--- src/hw/rtl/modexp_pkg.sv ---
// Shared constants and types for the modular exponentiation block.
package modexp_pkg;

  localparam int MOD_W  = 31;  // modulus register width
  localparam int BASE_W = 31;  // base field width
  localparam int EXP_W  = 32;  // exponent field width
  localparam int RES_W  = 32;  // result field width

  localparam logic OP_POW = 1'b0;
  localparam logic OP_LEG = 1'b1;

  typedef enum logic [2:0] {
    S_IDLE,
    S_RED,
    S_BIT,
    S_MUL,
    S_SQR
  } modexp_state_t;

endpackage

--- src/hw/rtl/modexp_mul.sv ---
// Bit-serial interleaved modular multiplier, MSB of a first, one bit per cycle.
module modexp_mul #(
  parameter int MOD_BITS = modexp_pkg::MOD_W
) (
  input  logic                          clk,
  input  logic                          rst_n,
  input  logic                          start,
  input  logic [modexp_pkg::BASE_W-1:0] a,
  input  logic [MOD_BITS-1:0]           b,
  input  logic [MOD_BITS-1:0]           m,
  output logic                          done,
  output logic [MOD_BITS-1:0]           p
);
  import modexp_pkg::*;

  localparam int CNT_W = $clog2(BASE_W + 1);
  localparam int SUM_W = MOD_BITS + 2;

  logic              busy_r, busy_nxt;
  logic              done_r, done_nxt;
  logic [CNT_W-1:0]  cnt_r, cnt_nxt;
  logic [BASE_W-1:0] a_r, a_nxt;
  logic [MOD_BITS-1:0] b_r, b_nxt;
  logic [MOD_BITS-1:0] acc_r, acc_nxt;

  logic [SUM_W-1:0] sum;
  logic [SUM_W-1:0] m1;
  logic [SUM_W-1:0] m2;
  logic [SUM_W-1:0] red;

  // 2*acc + bit*b stays below 3m: subtract 2m or m as needed
  assign m1  = {2'b00, m};
  assign m2  = {1'b0, m, 1'b0};
  assign sum = {1'b0, acc_r, 1'b0} + (a_r[BASE_W-1] ? {2'b00, b_r} : '0);

  always_comb begin
    if (sum >= m2) begin
      red = sum - m2;
    end else if (sum >= m1) begin
      red = sum - m1;
    end else begin
      red = sum;
    end
  end

  always_comb begin
    busy_nxt = busy_r;
    done_nxt = 1'b0;
    cnt_nxt  = cnt_r;
    a_nxt    = a_r;
    b_nxt    = b_r;
    acc_nxt  = acc_r;
    if (start) begin
      busy_nxt = 1'b1;
      cnt_nxt  = CNT_W'(BASE_W);
      a_nxt    = a;
      b_nxt    = b;
      acc_nxt  = '0;
    end else if (busy_r) begin
      a_nxt   = {a_r[BASE_W-2:0], 1'b0};
      acc_nxt = red[MOD_BITS-1:0];
      cnt_nxt = cnt_r - CNT_W'(1);
      if (cnt_r == CNT_W'(1)) begin
        busy_nxt = 1'b0;
        done_nxt = 1'b1;
      end
    end
  end

  always_ff @(posedge clk) begin
    if (!rst_n) begin
      busy_r <= 1'b0;
      done_r <= 1'b0;
      cnt_r  <= '0;
    end else begin
      busy_r <= busy_nxt;
      done_r <= done_nxt;
      cnt_r  <= cnt_nxt;
    end
  end

  always_ff @(posedge clk) begin
    a_r   <= a_nxt;
    b_r   <= b_nxt;
    acc_r <= acc_nxt;
  end

  assign done = done_r;
  assign p    = acc_r;

endmodule

--- src/hw/rtl/modular_exponentiation.sv ---
// Top level: modular power and Legendre symbol by square-and-multiply.
//
// Each input beat carries op, base and exponent; one result beat comes back.
// op 0 gives base^exponent mod modulus (1 for exponent 0); op 1 raises base
// to (modulus-1)/2 and returns -1 (all ones) when that residue is modulus-1,
// the residue otherwise. A modulus of 0 or 1 yields 0. The modulus is a
// config register (reset 2) written through cfg_we/cfg_modulus. The user
// must write it only while the block is idle; the block itself does not
// enforce this. Only its low MOD_BITS bits are kept. One item at a time:
// every modular product runs on a single bit-serial multiplier, first to
// reduce the base (base*1), then for each of the EXP_BITS exponent bits a
// square plus a multiply when the bit is set, with a decision state per
// bit. The result sits in an output register, so the next item is taken
// while an earlier result waits for out_ready.
module modular_exponentiation #(
  parameter int MOD_BITS = modexp_pkg::MOD_W,
  parameter int EXP_BITS = modexp_pkg::EXP_W
) (
  input  logic                                clk,
  input  logic                                rst_n,
  // config
  input  logic                                cfg_we,
  input  logic [modexp_pkg::MOD_W-1:0]        cfg_modulus,
  // input channel
  input  logic                                in_valid,
  output logic                                in_ready,
  input  logic                                in_op,
  input  logic [modexp_pkg::BASE_W-1:0]       in_base,
  input  logic [modexp_pkg::EXP_W-1:0]        in_exponent,
  // result channel
  output logic                                out_valid,
  input  logic                                out_ready,
  output logic signed [modexp_pkg::RES_W-1:0] out_result
);
  import modexp_pkg::*;

  localparam int ECNT_W = $clog2(EXP_BITS + 1);

  modexp_state_t state_r, state_nxt;

  logic [MOD_BITS-1:0] mod_r;
  logic [MOD_BITS-1:0] acc_r, acc_nxt;    // running product
  logic [MOD_BITS-1:0] sq_r, sq_nxt;      // running square of the base
  logic [EXP_BITS-1:0] e_r, e_nxt;        // exponent, shifted right per bit
  logic [ECNT_W-1:0]   ecnt_r, ecnt_nxt;  // exponent bits left
  logic                op_r, op_nxt;

  logic                out_valid_r, out_valid_nxt;
  logic [RES_W-1:0]    out_result_r, out_result_nxt;

  // multiplier hookup
  logic                mul_start;
  logic [BASE_W-1:0]   mul_a;
  logic [MOD_BITS-1:0] mul_b;
  logic                mul_done;
  logic [MOD_BITS-1:0] mul_p;

  logic                in_beat;
  logic                out_free;
  logic                mod_small;
  logic [MOD_BITS-1:0] mod_m1;
  logic [EXP_BITS+MOD_BITS-1:0] leg_wide;
  logic [EXP_BITS-1:0] leg_exp;

  assign in_beat   = in_valid && in_ready;
  assign out_free  = !out_valid_r || out_ready;
  assign mod_small = mod_r < MOD_BITS'(2);
  assign mod_m1    = mod_r - MOD_BITS'(1);
  // Legendre exponent (m-1)/2, cut to the scanned exponent width
  assign leg_wide  = {{EXP_BITS{1'b0}}, mod_m1} >> 1;
  assign leg_exp   = leg_wide[EXP_BITS-1:0];

  modexp_mul #(
    .MOD_BITS(MOD_BITS)
  ) u_mul (
    .clk   (clk),
    .rst_n (rst_n),
    .start (mul_start),
    .a     (mul_a),
    .b     (mul_b),
    .m     (mod_r),
    .done  (mul_done),
    .p     (mul_p)
  );

  always_comb begin
    state_nxt      = state_r;
    acc_nxt        = acc_r;
    sq_nxt         = sq_r;
    e_nxt          = e_r;
    ecnt_nxt       = ecnt_r;
    op_nxt         = op_r;
    out_valid_nxt  = out_valid_r;
    out_result_nxt = out_result_r;
    mul_start      = 1'b0;
    mul_a          = BASE_W'(sq_r);
    mul_b          = sq_r;
    in_ready       = 1'b0;

    if (out_valid_r && out_ready) begin
      out_valid_nxt = 1'b0;
    end

    case (state_r)
      S_IDLE: begin
        in_ready = 1'b1;
        if (in_valid) begin
          if (mod_small) begin
            // nothing to reduce against: result is 0
            acc_nxt   = '0;
            ecnt_nxt  = '0;
            op_nxt    = OP_POW;
            state_nxt = S_BIT;
          end else begin
            op_nxt    = in_op;
            e_nxt     = (in_op == OP_LEG) ? leg_exp : in_exponent[EXP_BITS-1:0];
            ecnt_nxt  = ECNT_W'(EXP_BITS);
            acc_nxt   = MOD_BITS'(1);
            // reduce the base as base * 1
            mul_start = 1'b1;
            mul_a     = in_base;
            mul_b     = MOD_BITS'(1);
            state_nxt = S_RED;
          end
        end
      end
      S_RED: begin
        if (mul_done) begin
          sq_nxt    = mul_p;
          state_nxt = S_BIT;
        end
      end
      S_BIT: begin
        if (ecnt_r == '0) begin
          if (out_free) begin
            out_valid_nxt = 1'b1;
            if (op_r == OP_LEG && acc_r == mod_m1) begin
              out_result_nxt = '1;
            end else begin
              out_result_nxt = RES_W'(acc_r);
            end
            state_nxt = S_IDLE;
          end
        end else if (e_r[0]) begin
          mul_start = 1'b1;
          mul_a     = BASE_W'(acc_r);
          state_nxt = S_MUL;
        end else begin
          mul_start = 1'b1;
          state_nxt = S_SQR;
        end
      end
      S_MUL: begin
        if (mul_done) begin
          acc_nxt   = mul_p;
          mul_start = 1'b1;
          state_nxt = S_SQR;
        end
      end
      S_SQR: begin
        if (mul_done) begin
          sq_nxt    = mul_p;
          e_nxt     = e_r >> 1;
          ecnt_nxt  = ecnt_r - ECNT_W'(1);
          state_nxt = S_BIT;
        end
      end
      default: begin
        state_nxt = S_IDLE;
      end
    endcase
  end

  always_ff @(posedge clk) begin
    if (!rst_n) begin
      state_r     <= S_IDLE;
      out_valid_r <= 1'b0;
      mod_r       <= MOD_BITS'(2);
      ecnt_r      <= '0;
    end else begin
      state_r     <= state_nxt;
      out_valid_r <= out_valid_nxt;
      ecnt_r      <= ecnt_nxt;
      if (cfg_we) begin
        mod_r <= cfg_modulus[MOD_BITS-1:0];
      end
    end
  end

  always_ff @(posedge clk) begin
    acc_r        <= acc_nxt;
    sq_r         <= sq_nxt;
    e_r          <= e_nxt;
    op_r         <= op_nxt;
    out_result_r <= out_result_nxt;
  end

  assign out_valid  = out_valid_r;
  assign out_result = out_result_r;

`ifndef SYNTH
  // the multiplier only finishes while the sequencer waits on it
  a_mul_done_owned: assert property (@(posedge clk) disable iff (!rst_n)
    mul_done |-> (state_r == S_RED || state_r == S_MUL || state_r == S_SQR))
    else $error("multiplier done outside a wait state");

  // an accepted beat always leaves idle
  a_accept_leaves_idle: assert property (@(posedge clk) disable iff (!rst_n)
    in_beat |=> (state_r != S_IDLE))
    else $error("accepted beat did not start work");

  // a result appears only from the decision state
  a_result_from_bit: assert property (@(posedge clk) disable iff (!rst_n)
    $rose(out_valid_r) |-> ($past(state_r) == S_BIT))
    else $error("result raised outside the decision state");
`endif

endmodule
--- config.mk ---
export PLATFORM = sky130hd
export DESIGN_NAME = modular_exponentiation
export DESIGN_NICKNAME = d
export VERILOG_FILES = /design/src/hw/rtl/modexp_pkg.sv /design/src/hw/rtl/modexp_mul.sv /design/src/hw/rtl/modular_exponentiation.sv
export SDC_FILE = /design/constraint.sdc
export NUM_CORES = 1
export LEC_CHECK = 0
export BUFFER_PORTS_ARGS = -buffer_cell sky130_fd_sc_hd__buf_2
export CAP_MARGIN = 20
export CORE_MARGIN = 2
export CORE_UTILIZATION = 56
export CTS_CLUSTER_SIZE = 12
export DETAILED_ROUTE_END_ITERATION = 12
export PLACE_DENSITY = 0.77
export SLEW_MARGIN = 20
export SYNTH_ARGS = -nofsm -noshare
export SYNTH_HDL_FRONTEND = slang
export SYNTH_HIERARCHICAL = 1
export SYNTH_SLANG_ARGS = --single-unit
--- constraint.sdc ---
create_clock -name clk -period 5.5 [get_ports clk]
set_input_delay 0.55 -clock clk [delete_from_list [all_inputs] [get_ports clk]]
set_output_delay 0.55 -clock clk [all_outputs]
set_load 0.02 [all_outputs]
==> summary.md, run 1 <==
| Metric | Value |
|---|---|
| Slew headroom | `29.6%` |
| Ys Warns | `6` |
| Post-Synthesis Net Count | `2151` |
| WL final | `58.1 mm` |
| Crit path cell chain | `buf_6 -> and2_1 -> ha_1 -> fa_2 -> a21oi_2 -> o21ai_2 -> o2111ai_2 -> nand2_1 -> a31oi_2 -> o21bai_1 -> a21oi_2 -> xnor2_2 -> ha_1 -> a21o_1 -> a2111o_1 -> a221o_1 -> a31oi_4 -> o21ai_2 -> a41o_1 -> buf_12 -> buf_4 -> buf_12 -> a311o_1 -> a21oi_1` |
| Via count | `16.1k` |
| Die Wd | `186 um` |
| Fin crit share | `95.9%` |
| Port bufs | `133` |
| Dpl cells | `2496` |
| Crit path max fanout | `22` |
| Static Leak | `8.37 nW` |
| Crit path DAT | `5760 ps` |
| Nature of the critical path startpoint | `flop` |
| Grt ovf | `0` |
| Global-route wire length before repair | `86.9 mm` |
| Worst-margin pin slew | `1050 ps` |
| Die Y-Extent | `186 um` |
| Post-route DRC violation count | `0` |
| Register area share after synthesis | `39.0%` |
| Area leader, netlist | `edfxtp_1` |
| # H-tree levels | `1` |
| Layout area overhead | `13.7%` |
| Final net count | `2287` |
| Top cell type's share of synthesized area | `30.5%` |
| Slowest CP cell | `edfxtp_1` |
| Fin. max-slew vios | `0` |
| Critical Path RT | `5980 ps` |
| Setup crit end kind | `flop` |
| Die area | `0.0347 mm^2` |
| Min cycle time layout | `5270 ps` |
| Share of cells above drive strength 1 | `18.3%` |
| GPL Wtd Cong | `0.981` |
| Initial antenna violation count | `1` |
| Final std cells w/o fill | `2553` |
| Pre-Repair DR Iteration Count | `8` |
| Async S/R FF share, synth | `0%` |
| Initial core utilization | `57.0%` |
| Vias per cell | `6.30` |
| Crit Path Class | `flop to flop` |
| Reg clk slew, reported paths | `60 ps` |
| Top FF cell, synth | `edfxtp_1` |
| Clk_lat worst skew | `560 ps` |
| Initial DRC count | `1745` |
| DRT antenna net count | `0` |
| Post-synth EDFFs | `189` |
| Final hold vios | `0` |
| CTS Buf Count | `30` |
| Drt wl/cell | `22.8 um` |
| Root buf cell | `clkbuf_16` |
| Max Clock Skew | `16.8 ps` |
| Core Region | `0.0326 mm^2` |
| # setup viols final | `0` |
| Fmax | `190 MHz` |
| Syn_area_per_cell | `9.53 um^2` |
| Library cells used by synthesis | `87` |
| Maximum clock path buffer count | `3` |
| Crit-path max cell delay | `410 ps` |
| Synth Cell Area | `0.0186 mm^2` |
| Tot GR Track Use | `33.2%` |
| Seq cells post-synth | `268` |
| Pwr Density | `572 mW/mm^2` |
| Setup_tns | `0 ps` |
| Clock Sinks | `268` |
| HPWL Detailed | `43.2 mm` |
| HP Class | `input pin to flop` |
| Status | `completed` |
| Main area contributors after synthesis | `edfxtp_1, dfxtp_1, ha_1` |
| Largest net degree at the start of global routing | `73` |
| Max Cap Violations | `0` |
| Rows | `66` |
| CTS tree | `built` |
| Io pins | `134` |
| Post-Synthesis Cells | `1952` |
| Number of global-route vias before repair | `14.9k` |
| Worst VDD drop | `0.422 mV` |
==> layer usage <==
metal	vias to the layer above	track usage [%]	routed length (um)
li1	7494	-	-
met1	7632	47.9	25400
met2	827	49.7	24600
met3	122	4.91	5320
met4	0	14.2	2810
met5	-	0	0
==> worst paths after layout <==
kind | start | endpoint | slack, ps | depth (start not counted)
worst min-delay path | cfg_modulus[1] | mod_r[1] | 240 | 3
worst max-delay path | u_mul/a_r[30] | u_mul/p[7] | 230 | 24
worst max register to register | u_mul/a_r[30] | u_mul/p[7] | 230 | 24
worst min register to register | ecnt_r[4] | ecnt_r[4] | 500 | 2
==> final cells by class <==
type                       count  area, um^2
antenna                        1        2.50
clock buffer                  42         868
clock inverter                12         111
fill                        2651       11500
inverter                      76         285
multi-input combinational   1499       10700
sequential                   268        7260
tap                          442         553
timing repair buffer         213        1320
==> critical path, delay by kind of cell, from the launching register on <==
| family | cells | cell delay (ps) |
|---|---|---|
| AO/OA/AOI/OAI | 14 | 2880 |
| flip-flops | 1 | 410 |
| AND/OR/NAND/NOR | 2 | 280 |
| adder cells (fa/ha/maj) | 3 | 880 |
| buffers and inverters | 4 | 620 |
| XOR/XNOR | 1 | 150 |
==> synthesized netlist by cell type, types with 46 or more instances <==
library cell / number
nor2_1: 72
mux2i_1: 53
xnor2_1: 75
o21a_1: 46
o21ai_1: 51
ha_1: 96
clkbuf_1: 76
a21oi_1: 106
o21ai_0: 116
nand2_1: 143
dfxtp_1: 79
inv_1: 74
and2_1: 99
edfxtp_1: 189
xor2_1: 57
nor2b_1: 46
==> report_power, final <==
group          switching [mW]  internal [mW]  leakage, nW
Sequential              0.334           2.56         2.46
Combinational            4.15           3.06         5.42
Clock                   0.818           1.19        0.485
==> metrics by stage <==
step           hold WS [ps]  total power [mW]  util [%]  worst slack, ps  cell area, um^2
6_report                238              12.1      64.8              226            21100
5_1_grt                 237              12.8      64.8            -24.3            21100
2_1_floorplan           442              7.65         -              383            18600
3_5_place_dp            489              9.82      61.3             44.6            20000
4_1_cts                 220              11.8      64.3             54.8            21000
3_3_place_gp            457              9.75      61.3              120            20000
==> logic make-up after synthesis <==
kind of cell    Yosys count  synth area share [%]
flops                   268                  39.0
fa+ha+maj                99                  6.78
mux                      83                  4.67
compound gates          596                  21.3
buf+inv                 185                  4.16
simple gates            584                  17.3
xor+xnor                137                  6.82
==> what timing repair did <==
action                                  CTS  global route
endpoints found under the setup margin    1            31
hold buffers                              0             0
pin swaps                                 0             5
resized for setup                         1            26
setup buffers                             0             2
==> flip-flops by register name, summed over array words and instances (netlist names) <==
register      cells
e_r              32
out_result       32
acc_r            31
mod_r            31
sq_r             31
u_mul/a_r        31
u_mul/b_r        31
u_mul/p          31
ecnt_r            6
u_mul/cnt_r       5
state_r           3
op_r              1
out_valid         1
u_mul/busy_r      1
u_mul/done        1
==> layout by cell type (no fill, tap or decap), types with 36 or more instances in the layout <==
cell      Yosys  layout
buf_4         2      75
o21ai_0     116     116
nor2_1       72      71
and2_1       99      97
a21o_1       44      44
nand2_1     143     143
o21ai_1      51      50
inv_1        74      74
o22ai_1      36      36
mux2i_1      53      53
or3_1        41      41
nand3_1      39      38
xnor2_1      75      71
dfxtp_1      79      78
buf_2        15     133
o21a_1       46      46
o211ai_1     39      39
edfxtp_1    189     189
xor2_1       57      57
ha_1         96      95
a21oi_1     106     101
nor2b_1      46      45
Power figures use the tool's default switching activity.
==> run 2, diff against run 1 <==
--- a/config.mk
+++ b/config.mk
@@ -7,12 +7,13 @@
 export LEC_CHECK = 0
 export BUFFER_PORTS_ARGS = -buffer_cell sky130_fd_sc_hd__buf_2
 export CAP_MARGIN = 20
+export CELL_PAD_IN_SITES_DETAIL_PLACEMENT = 0
+export CELL_PAD_IN_SITES_GLOBAL_PLACEMENT = 1
 export CORE_MARGIN = 2
-export CORE_UTILIZATION = 56
+export CORE_UTILIZATION = 44
 export CTS_CLUSTER_SIZE = 12
 export DETAILED_ROUTE_END_ITERATION = 12
 export PLACE_DENSITY = 0.77
-export SLEW_MARGIN = 20
 export SYNTH_ARGS = -nofsm -noshare
 export SYNTH_HDL_FRONTEND = slang
 export SYNTH_HIERARCHICAL = 1
==> summary.md, run 2 (synthesized netlist as in run 1, its figures left out) <==
| Metric | Value |
|---|---|
| Maximum clock path buffer count | `3 (unchanged)` |
| Crit-path max cell delay | `410 ps (about the same)` |
| Die area | `0.0439 mm^2 (+27%)` |
| Pre-Repair DR Iteration Count | `7 (-1)` |
| Crit path max fanout | `10 (-55%)` |
| Max Clock Skew | `30.3 ps (+13.5 ps)` |
| Reg2Reg Setup Slack | `110 ps (-120 ps)` |
| Logic gate share of total power | `59.7% (+0.2 points)` |
| Final hold vios | `0 (unchanged)` |
| Final WS setup | `111 ps (-116 ps)` |
| R2r endpoint | `u_mul/p[26]` |
| Die Wd | `210 um (+13%)` |
| Finished Cell Area | `0.0216 mm^2 (+2.4%)` |
| Drt wl/cell | `23.9 um (+5.2%)` |
| DRT antenna net count | `0 (unchanged)` |
| HPWL Detailed | `49.3 mm (+14%)` |
| Switch Pwr | `5.39 mW (+1.8%)` |
| R2R depth | `22 (-8.3%)` |
| Io pins | `134 (unchanged)` |
| Vias per cell | `5.98 (-5.1%)` |
| Final net count | `2323 (+1.6%)` |
| Critical Path RT | `5990 ps (about the same)` |
| Port bufs | `133 (unchanged)` |
| Sequential power share | `23.2% (-0.7 points)` |
| Largest net degree at the start of global routing | `70 (-4.1%)` |
| Via count | `16.1k (-0.062%)` |
| Crit path from | `u_mul/a_r[30]` |
| Pre-CTS setup slack | `55.2 ps (+10.5 ps)` |
| Clk network pwr share | `17.1% (+0.5 points)` |
| Crit Path Class | `flop to flop` |
| Worst VDD drop | `0.393 mV (-6.8%)` |
| Grt ovf | `0 (unchanged)` |
| # H-tree levels | `1 (unchanged)` |
| Commonest non-fill, non-tap cell in the layout | `edfxtp_1` |
| Diode count | `0 (-1)` |
| Fillers | `3897 (+47%)` |
| WL final | `64.4 mm (+11%)` |
| Top Family by Delay on Critical Path | `compound AO/OA/AOI/OAI gates` |
| # setup viols final | `0 (unchanged)` |
| Worst-margin pin slew | `982 ps (-71.5 ps)` |
| Crit path top cell by count | `a21o_1` |
| Number of global-route vias before repair | `15.4k (+3.3%)` |
| Buf/Inv on CP | `3 (-1)` |
| Static Leak | `8.56 nW (+2.3%)` |
| Crit path cell chain | `buf_4 -> and2_1 -> ha_4 -> a211oi_2 -> o31ai_4 -> o2111ai_2 -> nand2_2 -> a21o_1 -> a21oi_1 -> xnor2_1 -> ha_1 -> a21o_1 -> a21o_1 -> a2111o_1 -> a221o_1 -> a31oi_4 -> o21ai_2 -> a41o_1 -> buf_12 -> buf_4 -> or3_1 -> a41o_1` |
| Max Cap Violations | `0 (unchanged)` |
| Slowest CP cell | `edfxtp_1` |
| Setup crit end kind | `flop` |
| Global-route wire length before repair | `95.3 mm (+9.7%)` |
| Fmax | `186 MHz (-2.1%)` |
| Status | `completed` |
| Fin crit share | `98.0% (+2.1 points)` |
| Post-route DRC violation count | `0 (unchanged)` |
| Tot GR Track Use | `28.7% (-4.5 points)` |
| Share of cells above drive strength 1 | `20.2% (+1.9 points)` |
| Sw Ratio | `43.7% (-0.10 points)` |
| Min Hold Slack | `189 ps (-48.6 ps)` |
| Worst setup endpoint | `u_mul/p[26]` |
| Initial core utilization | `44.4% (-13 points)` |
| Clock Sinks | `268 (unchanged)` |
| Worst path depth | `22 (-8.3%)` |
| Initial antenna violation count | `4 (+3)` |
| Pwr Density | `571 mW/mm^2 (-0.31%)` |
| CTS tree | `built` |
| Core Region | `0.0419 mm^2 (+28%)` |
| GPL Wtd Cong | `0.990 (+0.93%)` |
| Crit path DAT | `5880 ps (+120 ps)` |
| Layout area overhead | `16.4%` |
| Setup_tns | `0 ps (unchanged)` |
| Cell Int Power | `6.96 mW (+2.2%)` |
| Nature of the critical path startpoint | `flop` |
| Area after DPL | `0.0203 mm^2 (+1.7%)` |
| Clk_lat worst skew | `610 ps (+50 ps)` |
| Die Y-Extent | `210 um (+13%)` |
| HP Class | `input pin to flop` |
| Fin. max-slew vios | `0 (unchanged)` |
| Slew headroom | `34.5% (+4.9 points)` |
| Min cycle time layout | `5390 ps (+116 ps)` |
| Root buf cell | `clkbuf_16` |
| Rows | `75 (+14%)` |
| Most frequent cells in the layout | `edfxtp_1, nand2_1, buf_2, o21ai_0, buf_4` |
| Worst r2r src | `u_mul/a_r[30]` |
| Hold Buf Count CTS | `0 (unchanged)` |
| Reg clk slew, reported paths | `60 ps (about the same)` |
| Initial DRC count | `1590 (-8.9%)` |
| CTS Buf Count | `31 (+3.3%)` |
==> run 2: cell types whose count changed in the layout (fill, tap and decap cells not counted), sizes merged <==
cell / delta
buf: +35
clkbuf: +2
bufinv: +1
clkinvlp: +1
diode: -1
==> run 2: power groups by stage <==
stage / clock, mW / combinational (mW) / sequential [mW]
finish: 2.11 / 7.37 / 2.87
global placement: 0 / 7.05 / 2.89
global route: 2.21 / 8.03 / 2.89
detailed placement: 0 / 7.09 / 2.90
CTS: 2.14 / 7.15 / 2.86
floorplan: 0 / 4.91 / 2.74
==> run 2: final cells by class <==
class                   instances  area (um^2)  area share, %
multi-input cells            1499        10800           49.9
flip-flops and latches        268         7260           33.5
repair buffers                248         1590           7.37
clock buffers                  44          855           3.95
well taps                     539          674           3.12
inverters                      76          285           1.32
clock inverters                14          165          0.763
==> run 2: routing by layer <==
layer / part of all wire, % / global-route usage, % / up-vias
met3: 6.7 / 3.62 / 127
li1: - / - / 7555
met2: 46 / 46.5 / 637
met4: 4.0 / 10.8 / 0
met1: 44 / 39.3 / 7746
met5: 0 / 0 / -
==> run 2: how the worst min path moves through the flow <==
stage                     depth (start not counted)      startpoint  slack (ps)   endpoint
after global placement                            2       ecnt_r[4]         460  ecnt_r[4]
final                                             3  cfg_modulus[1]         190   mod_r[1]
after detailed placement                          2       ecnt_r[4]         490  ecnt_r[4]
after CTS                                         3  cfg_modulus[1]         170   mod_r[1]
after floorplan                                   0     u_mul/p[26]         440   sq_r[26]
after global routing                              3  cfg_modulus[1]         190   mod_r[1]
==> run 2: timing repair <==
| action | 4_1_cts | 5_1_grt |
|---|---|---|
| setup endpoints to repair | 1 | 31 |
| gates resized for setup | 1 | 38 |
| pin swaps | 0 | 14 |
| setup buffers | 0 | 7 |
| gates cloned | 0 | 0 |
| hold endpoints to repair | 0 | 0 |
==> run 2: worst reg2reg max path, cell delays in order, from the launching register on <==
cell       delay (ps)
edfxtp_1          410
buf_4             180
and2_1            190
ha_4              240
a211oi_2          300
o31ai_4           110
o2111ai_2         240
nand2_2           120
a21o_1            270
a21oi_1           190
xnor2_1           180
ha_1              290
a21o_1            190
a21o_1            190
a2111o_1          400
a221o_1           340
a31oi_4           190
o21ai_2            90
a41o_1            290
buf_12            150
buf_4             140
or3_1             340
a41o_1            240
==> run 2: through the flow <==
step / total power [mW] / util [%] / instances
6_report: 12.3 / 51.7 / 2688
5_1_grt: 13.1 / 51.7 / 2688
4_1_cts: 12.2 / 51.1 / 2680
3_5_place_dp: 9.99 / 48.6 / 2622
3_3_place_gp: 9.95 / 48.6 / 2621
2_1_floorplan: 7.65 / - / 1952
